==> src/design/mouse_click_tracker_macros.svh <==
// Assertion macros for the mouse click tracker.
`ifndef MOUSE_CLICK_TRACKER_MACROS_SVH
`define MOUSE_CLICK_TRACKER_MACROS_SVH

`ifndef ASSERT_OFF

`define MCT_ASSERT_NEVER(label, clk, rst_n, cond) \
  label: assert property (@(posedge clk) disable iff (!rst_n) !(cond)) \
    else $error("mouse_click_tracker: forbidden condition seen");

`define MCT_ASSERT_IMPL(label, clk, rst_n, ante, cons) \
  label: assert property (@(posedge clk) disable iff (!rst_n) (ante) |-> (cons)) \
    else $error("mouse_click_tracker: implication failed");

`else

`define MCT_ASSERT_NEVER(label, clk, rst_n, cond)

`define MCT_ASSERT_IMPL(label, clk, rst_n, ante, cons)

`endif

`endif

==> src/design/mct_pkg.sv <==
// Shared types and constants of the mouse click tracker.
package mct_pkg;

  localparam int TimeBits = 48;
  localparam int WheelDelta = 120;

  localparam logic [15:0] DragMask = 16'h1F00;
  localparam logic [15:0] CountMax = 16'hFFFF;
  localparam logic signed [15:0] Int16Max = 16'sh7FFF;
  localparam logic signed [15:0] Int16Min = 16'sh8000;
  localparam logic [31:0] WindowReset = 32'd200;

  typedef enum logic [1:0] {
    CMD_PRESS   = 2'd0,
    CMD_RELEASE = 2'd1,
    CMD_MOVE    = 2'd2,
    CMD_WHEEL   = 2'd3
  } cmd_e;

  typedef enum logic [2:0] {
    KIND_PRESSED  = 3'd0,
    KIND_RELEASED = 3'd1,
    KIND_CLICKED  = 3'd2,
    KIND_MOVED    = 3'd3,
    KIND_DRAGGED  = 3'd4,
    KIND_WHEEL    = 3'd5
  } kind_e;

  typedef struct packed {
    cmd_e               cmd;
    logic [47:0]        stamp;
    logic [7:0]         button_id;
    logic [15:0]        modifiers;
    logic signed [15:0] pos_x;
    logic signed [15:0] pos_y;
    logic signed [15:0] wheel_steps;
    logic [7:0]         wheel_dir;
    logic               release_taken;
  } req_t;

  typedef struct packed {
    kind_e              kind;
    logic [47:0]        out_stamp;
    logic [7:0]         out_button;
    logic [15:0]        clicks;
    logic [15:0]        out_modifiers;
    logic signed [15:0] out_x;
    logic signed [15:0] out_y;
    logic signed [15:0] rotation;
    logic [7:0]         out_dir;
    logic               last;
  } res_t;

  typedef struct packed {
    logic [15:0]         count;
    logic [TimeBits-1:0] press_time;
    logic [7:0]          button;
    logic                drag;
  } track_t;

endpackage

==> src/design/mct_classify.sv <==
// Event classification and click tracking update for one request.
module mct_classify import mct_pkg::*; (
  input  req_t        req_i,
  input  track_t      track_i,
  input  logic [31:0] window_i,
  output track_t      track_o,
  output res_t        res_o,
  output logic        click_o
);

  logic [TimeBits-1:0] diff;
  logic                outside;
  logic                same_btn;
  logic signed [23:0]  prod;
  logic signed [15:0]  rot;

  assign diff     = req_i.stamp[TimeBits-1:0] - track_i.press_time;
  assign outside  = diff > TimeBits'(window_i);
  assign same_btn = req_i.button_id == track_i.button;
  assign prod     = 24'(req_i.wheel_steps) * 24'(WheelDelta);

  always_comb begin
    if (prod > 24'(Int16Max)) begin
      rot = Int16Max;
    end else if (prod < 24'(Int16Min)) begin
      rot = Int16Min;
    end else begin
      rot = prod[15:0];
    end
  end

  always_comb begin
    track_o = track_i;
    click_o = 1'b0;
    res_o.kind          = KIND_PRESSED;
    res_o.out_stamp     = req_i.stamp;
    res_o.out_button    = req_i.button_id;
    res_o.clicks        = track_i.count;
    res_o.out_modifiers = req_i.modifiers;
    res_o.out_x         = req_i.pos_x;
    res_o.out_y         = req_i.pos_y;
    res_o.rotation      = '0;
    res_o.out_dir       = '0;
    res_o.last          = 1'b1;
    case (req_i.cmd)
      CMD_PRESS: begin
        if (same_btn && !outside) begin
          if (track_i.count != CountMax) begin
            track_o.count = track_i.count + 16'd1;
          end
        end else begin
          track_o.count  = 16'd1;
          track_o.button = req_i.button_id;
        end
        track_o.press_time = req_i.stamp[TimeBits-1:0];
        track_o.drag       = 1'b0;
        res_o.clicks       = track_o.count;
      end
      CMD_RELEASE: begin
        click_o    = !req_i.release_taken && !track_i.drag;
        res_o.kind = KIND_RELEASED;
        res_o.last = !click_o;
        if (same_btn && outside) begin
          track_o.count = '0;
        end
      end
      CMD_MOVE: begin
        if (track_i.count != '0 && outside) begin
          track_o.count = '0;
        end
        res_o.out_button = '0;
        res_o.clicks     = track_o.count;
        if ((req_i.modifiers & DragMask) != '0) begin
          res_o.kind   = KIND_DRAGGED;
          track_o.drag = 1'b1;
        end else begin
          res_o.kind = KIND_MOVED;
        end
      end
      default: begin
        track_o.count    = '0;
        track_o.button   = '0;
        res_o.kind       = KIND_WHEEL;
        res_o.out_button = '0;
        res_o.clicks     = '0;
        res_o.rotation   = rot;
        res_o.out_dir    = req_i.wheel_dir;
      end
    endcase
  end

endmodule

==> config.mk <==
export PLATFORM = sky130hd
export DESIGN_NAME = mct_classify
export DESIGN_NICKNAME = d
export VERILOG_FILES = /design/src/design/mouse_click_tracker_macros.svh /design/src/design/mct_pkg.sv /design/src/design/mct_classify.sv
export SDC_FILE = /design/constraint.sdc
export NUM_CORES = 1
export LEC_CHECK = 0
export BUFFER_PORTS_ARGS = -buffer_cell sky130_fd_sc_hd__clkbuf_2
export CORE_AREA = 2 2 177 179
export DETAILED_ROUTE_END_ITERATION = 16
export DIE_AREA = 0 0 179 181
export GPL_ROUTABILITY_DRIVEN = 0
export PLACE_DENSITY_LB_ADDON = 0.2
export SLEW_MARGIN = 0
export SYNTH_ARGS = -nofsm -noshare
export SYNTH_HDL_FRONTEND = slang
export SYNTH_SLANG_ARGS = --single-unit
==> constraint.sdc <==
create_clock -name vclk -period 8.55
set_clock_uncertainty 0.15 [all_clocks]
set_input_delay 1.2825 -clock vclk [all_inputs]
set_output_delay 1.2825 -clock vclk [all_outputs]
set_load 0.02 [all_outputs]
# Yosys cells after proc, flatten, opt, wreduce, memory -nomap -nowiden
# Cells that the tools add are included.
# totals
reg_bits	0
latchBits	0
mem_bits_rw	0
rom_bits	0
inputBits	236
out_inout_bits	222
elab_cells	43
n_memories	0
# op_classes
addsub	2
multipliers	1
div	0
n_lt_le_gt_ge	3
n_eq_ne	4
shifts	0
mux	19
bitwise_logic	0
n_reduce_logical	14
# op_table
operator	n
$mux 16	6
$pmux 16 s3	2
$gt 48x32->1	1
$mux 48	1
$sub 48x48->48	1
$reduce_bool 16->1	2
$gt 24x16->1 const B	1
$lt 24x16->1 const B	1
$mux 24	1
$mul 16x5->21 const B	1
$add 16x1->16 const B	1
$mux 8	2
$ne 16x16->1 const B	1
$pmux 8 s2	1
$pmux 3 s3	1
$eq 8x8->1	1
$logic_and 1x1->1	4
$logic_not 1->1	4
$reduce_or 2->1	2
$mux 1	3
$mux 3	1
$reduce_or 3->1	1
$eq 2x1->1 const B	1
$eq 2x2->1 const B	1
2 further kinds	2

# Logic depth before layout (Yosys ltp)
# Gate-level depths: netlist (run 1).
# depth
word_depth	6
depth_mapped	25
mapped_depth_nobuf	23

# Least setup slack after synthesis (run 1)
# OpenSTA, ideal clock, no wires.
# synth_timing
path_kind	input -> output
startpoint	input req_i[81] in the netlist's numbering
endpoint	output res_o[81] in the netlist's numbering
t_arrival_ps	6202
required_ps	7118
setup_slack_ps	916
cell_stages	25
n_path_buf	2
cell_sequence	inv_1 ha_1 inv_1 fa_1 a211oi_2 o21ai_1 a2bb2oi_2 nand2_1 a21o_1 a221o_1 xor2_1 ha_1 nand4_1 nor4_1 and3_1 nor2b_1 o2bb2ai_1 nor4_1 o2111a_1 nand4_2 nor3_2 buf_2 buf_4 nand2_1 a311oi_1
# synth_rtl
item	line_no	text
from (decl)	mct_classify.sv:3	input req_t req_i,
to (decl)	mct_classify.sv:7	output res_t res_o,

==> summary.md, run 1 <==
| Metric | Value |
|---|---|
| Max-cap viol count | `0` |
| Slew @ Worst Pin | `1.01 ns` |
| Period utilization | `0.972` |
| Grt met1 use | `0.240` |
| CP Class | `in -> out` |
| Post-Layout Cell Count | `1980` |
| GR Util All Layers | `0.189` |
| Aggregate global routing overflow | `0` |
| Final period demand of the worst path | `8.31 ns` |
| Final hold vios | `0` |
| CP Capture Type | `output port` |
| Die Y | `181 um` |
| Worst slew margin | `0.326` |
| Flip-flop and latch area | `0 sq um` |
| Share of post-route cells with drive strength above 1 | `0.270` |
| Leading area contributor after synthesis | `ha_1` |
| Buffers on Ports | `372` |
| Worst setup margin | `0.241 ns` |
| Total die area | `32400 sq um` |
| Setup crit start kind | `primary input` |
| Sequential cells | `0` |
| Synth Net Count | `1733` |
| Via count | `10100` |
| Grt peak-use layer | `met2` |
| RSZ-0062 raised after global routing | `yes` |
| CORE AREA | `30300 sq um` |
| Placed Cells | `1979` |
| Lkg Pwr | `0.00539 uW` |
| Post-Place Worst Slack | `-0.0125 ns` |
| Number of remaining DRC errors | `0` |
| Run status | `complete, no violations` |
| DR pass1 iterations | `6` |
| Initial antenna violation count | `0` |
| Worst EP required | `7.12 ns` |
| Final setup fails | `0` |
| # IOs | `458` |
| Synth Instances | `1347` |
| YS warnings | `0` |
| Routed WL | `32700 um` |
| Nets | `1972` |
| Routing usage on met3 | `0.0116` |
| Die Width | `179 um` |
| Largest net degree at the start of global routing | `106` |
| Drt first-iter violations | `519` |
| Vias in the first global route | `9355` |
| Final ANT Viol Nets | `0` |
| Hold slack | `2.42 ns` |
| Total power | `1020 uW` |
| Max Freq | `120 MHz` |
| Initial Util | `0.294` |
| First-pass GRT wire length | `49600 um` |
| Slew Limit Fails | `0` |
| Sequential fraction of the synthesis area | `0` |
| Clock buffer count | `0` |
| HP Class | `in -> out` |
| Max rail drop VDD | `0.0000433 V` |
| Vias per cell | `5.11` |
| Grt met2 use | `0.350` |
| Critical path arrival | `6.88 ns` |
| Synth Area per Inst | `6.62 sq um` |
| Synth unique cells | `71` |
| Post-synth top area share | `0.171` |
| Placed wire-length estimate | `28600 um` |
| CP max FO | `9` |
| Mapped Area | `8920 sq um` |
| Antenna diode count | `0` |
| Synth area leaders | `ha_1 17%, buf_4 8.4%, inv_1 7.3%` |
| # rows | `64` |
| Power Density | `97.3 nW/um^2` |
| WL per Instance | `16.5 um` |
| P&R area growth vs syn | `17.8%` |
-- cells in the final DEF (no fill, tap or decap), types with 24 or more instances in the layout --
master,Yosys,routed
a21oi_1,109,108
clkbuf_2,0,371
fa_1,28,28
ha_1,122,120
inv_1,173,173
nand2_1,150,150
nand3_1,31,31
nand4_1,37,37
nor2_1,71,71
nor3_1,24,24
o21ai_0,112,112
xnor2_1,33,33
xor2_1,31,31
-- synthesized netlist by cell type (6+ instances only) --
cell      instances
a31oi_1          12
nand3_1          31
a21o_1           20
nor2b_1          22
nor3_1           24
ha_1            122
and2_1           13
and3_1           16
clkbuf_1         30
a311oi_1          9
nand4_1          37
a21oi_1         109
xnor2_1          33
o211ai_1         14
nor2_1           71
o21a_1           16
xor2_1           31
o31ai_1           9
or2_2             6
fa_1             28
nor4_1           13
inv_1           173
nand2_1         150
buf_2            15
buf_4           100
a211oi_1         20
o21bai_1         10
and4_1            7
o21ai_0         112
-- layer usage --
layer / vias to the layer above / wire length, um
li1: 5127 / -
met1: 4607 / 14200
met2: 352 / 16300
met3: 39 / 1690
met4: 0 / 607
met5: - / 0
-- timing repair --
action | CTS | global route
setup endpoints to repair | 2 | 32
hold buffers | 0 | 0
hold endpoints to repair | 0 | 0
resized for setup | 1 | 10
buffers inserted | 0 | 1
gates cloned | 0 | 0
pin swaps | 0 | 7
-- cells by family (layout without fill, tap and decap cells) --
logic type                 after synthesis  count (layout)  synth area share
adders and majority gates              150             150             0.234
AOI/OAI and AO/OA                      391             391             0.284
buffers and inverters                  322             559             0.181
and+or+nand+nor                        411             411             0.226
muxes                                    8               8           0.00954
xor gates and xnor gates                65              65            0.0647
-- cell type report --
cell class,instances,area (sq um)
well taps,396,495
multi-input cells,1025,7380
fillers,3375,19800
repair buffers,386,1980
inverters,173,649
-- report_power, final --
group / switching [uW] / leakage, uW / total [uW] / internal, uW
clock: 0 / 0 / 0 / 0
sequential: 0 / 0 / 0 / 0
combinational: 623 / 0.00539 / 1020 / 398
total: 623 / 0.00539 / 1020 / 398
-- worst paths after layout --
kind,start,to,depth (start not counted)
min,req_i[25],res_o[25],0
max,track_i[10],track_o[59],25
-- stage by stage --
| stage | instance area [sq um] | TNS, ns | util |
|---|---|---|---|
| final | 10500 | 0 | 0.346 |
| after global routing | 10500 | 0 | 0.346 |
| after CTS | 10400 | 0 | 0.344 |
| after detailed placement | 10400 | -0.0125 | 0.344 |
| after global placement | 10400 | 0 | 0.344 |
| after floorplan | 8920 | 0 | - |
-- worst max-delay path, stage by stage --
cell and delay [ns]:
clkbuf_2 0.08, inv_1 0.11, ha_1 0.24, nor2b_1 0.15
o2111a_1 0.28, or3_1 0.44, a21oi_2 0.19, o21ai_0 0.16
nand3_1 0.14, nand2_1 0.07, xnor2_1 0.19, ha_1 0.27
nand4_1 0.16, nor3_1 0.16, a21boi_0 0.18, or4b_2 0.68
o2bb2ai_1 0.17, nor4_2 0.17, o2111a_1 0.27, nand4_4 0.21
o31ai_4 0.32, o31ai_2 0.17, buf_4 0.23, a311oi_1 0.28
clkbuf_2 0.24
Power figures use the tool's default switching activity.
==> inputs of run 2 (changes only) <==
==> constraint.sdc (replaced) <==
create_clock -name vclk -period 8.55
set_clock_uncertainty 0.15 [all_clocks]
set_input_delay 0.855 -clock vclk [all_inputs]
set_output_delay 0.855 -clock vclk [all_outputs]
set_load 0.02 [all_outputs]
==> run 2 against run 1 <==
Largest power group unchanged. Final cell count decreased by 0.40%. Cell area decreased by 1.2%. Total power decreased by 0.59%. First-iteration DRC count increased by 11%.
==> summary.md, run 2 (synthesized netlist as in run 1, its figures left out) <==
| Metric | Value |
|---|---|
| Hold buffers post-CTS | `0 (unchanged)` |
| Worst EP required | `7.55 ns (was 7.12 ns)` |
| CP Buf/Inv Count | `2 (was 4)` |
| CP Capture Point | `track_o[61] (was track_o[59])` |
| Number of remaining DRC errors | `0 (unchanged)` |
| RSZ-0062 raised after global routing | `no (was yes)` |
| Placed Cells | `1972 (was 1979)` |
| Run status | `complete, no violations (unchanged)` |
| Setup crit start kind | `primary input (unchanged)` |
| P&R area growth vs syn | `16.3% (was 17.8%)` |
| DR pass1 iterations | `7 (was 6)` |
| Worst slew margin | `0.351 (was 0.326)` |
| Most frequent cells in the layout | `372 x clkbuf_2, 173 x inv_1, 150 x nand2_1, 120 x ha_1, 112 x o21ai_0 (was 371 x clkbuf_2, 173 x inv_1, 150 x nand2_1, 120 x ha_1, 112 x o21ai_0)` |
| CP top delay family | `compound AO/OA/AOI/OAI gates (was simple AND/OR/NAND/NOR gates)` |
| Via count | `10200 (was 10100)` |
| Routed WL | `32700 um (about the same)` |
| Die Y | `181 um (unchanged)` |
| Nets | `1964 (was 1972)` |
| Largest net degree at the start of global routing | `78 (was 106)` |
| Initial antenna violation count | `0 (unchanged)` |
| Top Layer Used | `met4 (unchanged)` |
| Antenna diode count | `0 (unchanged)` |
| Slowest stage cell, crit path | `a311oi_1 (was or4b_2)` |
| Slew Limit Fails | `0 (unchanged)` |
| Vias per cell | `5.15 (was 5.11)` |
| WL per Instance | `16.6 um (was 16.5 um)` |
| Drt first-iter violations | `576 (was 519)` |
| CP Capture Type | `output port (unchanged)` |
| Final ANT Viol Nets | `0 (unchanged)` |
| Seq pwr share | `0 (about the same)` |
| Post-CTS Setup Bufs | `0 (unchanged)` |
| Clock Power Share | `0 (about the same)` |
| Die Width | `179 um (unchanged)` |
| First-pass GRT wire length | `49900 um (was 49600 um)` |
| Share of post-route cells with drive strength above 1 | `0.263 (was 0.270)` |
| Post-CTS Resized | `0 (was 1)` |
| CP Depth | `21 (was 25)` |
| Combinational Power Share | `1.000 (about the same)` |
| Final setup fails | `0 (unchanged)` |
| Lkg Pwr | `0.00531 uW (was 0.00539 uW)` |
| Slew @ Worst Pin | `0.968 ns (was 1.01 ns)` |
| Final period demand of the worst path | `8.08 ns (was 8.31 ns)` |
| Commonest non-fill, non-tap cell in the layout | `clkbuf_2 (unchanged)` |
| # IOs | `458 (unchanged)` |
| Flip-flop and latch area | `0 sq um (unchanged)` |
| Met2 Routed Length | `16100 um (was 16300 um)` |
| Period utilization | `0.945 (was 0.972)` |
| Vias in the first global route | `9473 (was 9355)` |
| CP Class | `in -> out (unchanged)` |
| WL met1 | `14000 um (was 14200 um)` |
| Total die area | `32400 sq um (unchanged)` |
| HP Class | `in -> out (unchanged)` |
| Pint | `395 uW (was 398 uW)` |
| Aggregate global routing overflow | `0 (unchanged)` |
| Psw | `620 uW (was 623 uW)` |
| Met3 wire length | `1850 um (was 1690 um)` |
| Sequential cells | `0 (unchanged)` |
| Switching portion of total power | `0.611 (was 0.610)` |
| # rows | `64 (unchanged)` |
| Power Density | `97.9 nW/um^2 (was 97.3 nW/um^2)` |
| Max rail drop VDD | `0.0000390 V (was 0.0000433 V)` |
| GR Util All Layers | `0.189 (about the same)` |
| Max-cap viol count | `0 (unchanged)` |
| Crit-path cells | `clkbuf_2 -> ha_1 -> a211oi_1 -> o21ai_0 -> a211oi_1 -> a21oi_1 -> or2_2 -> xor2_1 -> ha_1 -> nand4_1 -> nor4_2 -> and3_1 -> nor2b_1 -> o2bb2ai_1 -> nor4_1 -> o2111a_1 -> nand4_2 -> o31ai_4 -> o31ai_2 -> a311oi_1 -> clkbuf_2` |
| Max incr delay on CP | `0.61 ns (was 0.68 ns)` |
| Placed wire-length estimate | `28800 um (was 28600 um)` |
| CORE AREA | `30300 sq um (unchanged)` |
| Buffers on Ports | `372 (unchanged)` |
| Clock buffer count | `0 (unchanged)` |
| CP max FO | `9 (unchanged)` |
| Critical path arrival | `7.08 ns (was 6.88 ns)` |
| Final hold vios | `0 (unchanged)` |
| Max Freq | `124 MHz (was 120 MHz)` |
| Initial Util | `0.294 (unchanged)` |
| CP startpoint | `req_i[87] (was track_i[10])` |
| Setup_tns | `0 ns (unchanged)` |
| Post-Layout Cell Count | `1972 (was 1980)` |
## run 2: changes by cell type in the layout (fill, tap and decap cells not counted), moves of 2 or more
cell,change
a211oi_1,+2
a211oi_2,-2
buf_4,-7
nor3_2,+2
nor3_4,-2
## run 2: area by class of cell
class / count / area (sq um)
fill: 3444 / 20000
inverter: 173 / 649
multi-input combinational: 1025 / 7320
tap: 396 / 495
timing repair buffer: 378 / 1910
## run 2: metrics by stage
step / hold slack (ns) / worst slack [ns] / util / instance area [sq um] / power, uW
6_report: 1.56 / 0.470 / 0.342 / 10400 / 1020
5_1_grt: 1.56 / 0.0592 / 0.342 / 10400 / 1140
4_1_cts: 1.56 / 0.358 / 0.342 / 10400 / 1020
3_5_place_dp: 1.56 / 0.377 / 0.342 / 10400 / 1010
3_3_place_gp: 1.56 / 0.560 / 0.342 / 10400 / 1000
2_1_floorplan: 1.67 / 1.77 / - / 8920 / 765
## run 2: power by group through the flow
| stage | combinational, uW | clock (uW) | sequential, uW |
|---|---|---|---|
| after CTS | 1020 | 0 | 0 |
| after floorplan | 765 | 0 | 0 |
| after global placement | 1000 | 0 | 0 |
| final | 1020 | 0 | 0 |
| after global routing | 1140 | 0 | 0 |
| after detailed placement | 1010 | 0 | 0 |
## run 2: worst min path at each step
stage | start | slack (ns) | depth (start not counted) | end
final | req_i[25] | 1.56 | 0 | res_o[25]
after global routing | req_i[39] | 1.56 | 0 | res_o[39]
after CTS | req_i[30] | 1.56 | 0 | res_o[30]
after detailed placement | req_i[30] | 1.56 | 0 | res_o[30]
after global placement | req_i[30] | 1.56 | 0 | res_o[30]
after floorplan | req_i[84] | 1.67 | 1 | res_o[100]
## run 2: per-layer routing
metal | up-vias | track usage
met5 | - | 0
met4 | 0 | 0.0351
met3 | 37 | 0.00989
met2 | 366 | 0.345
met1 | 4656 | 0.245
li1 | 5105 | -
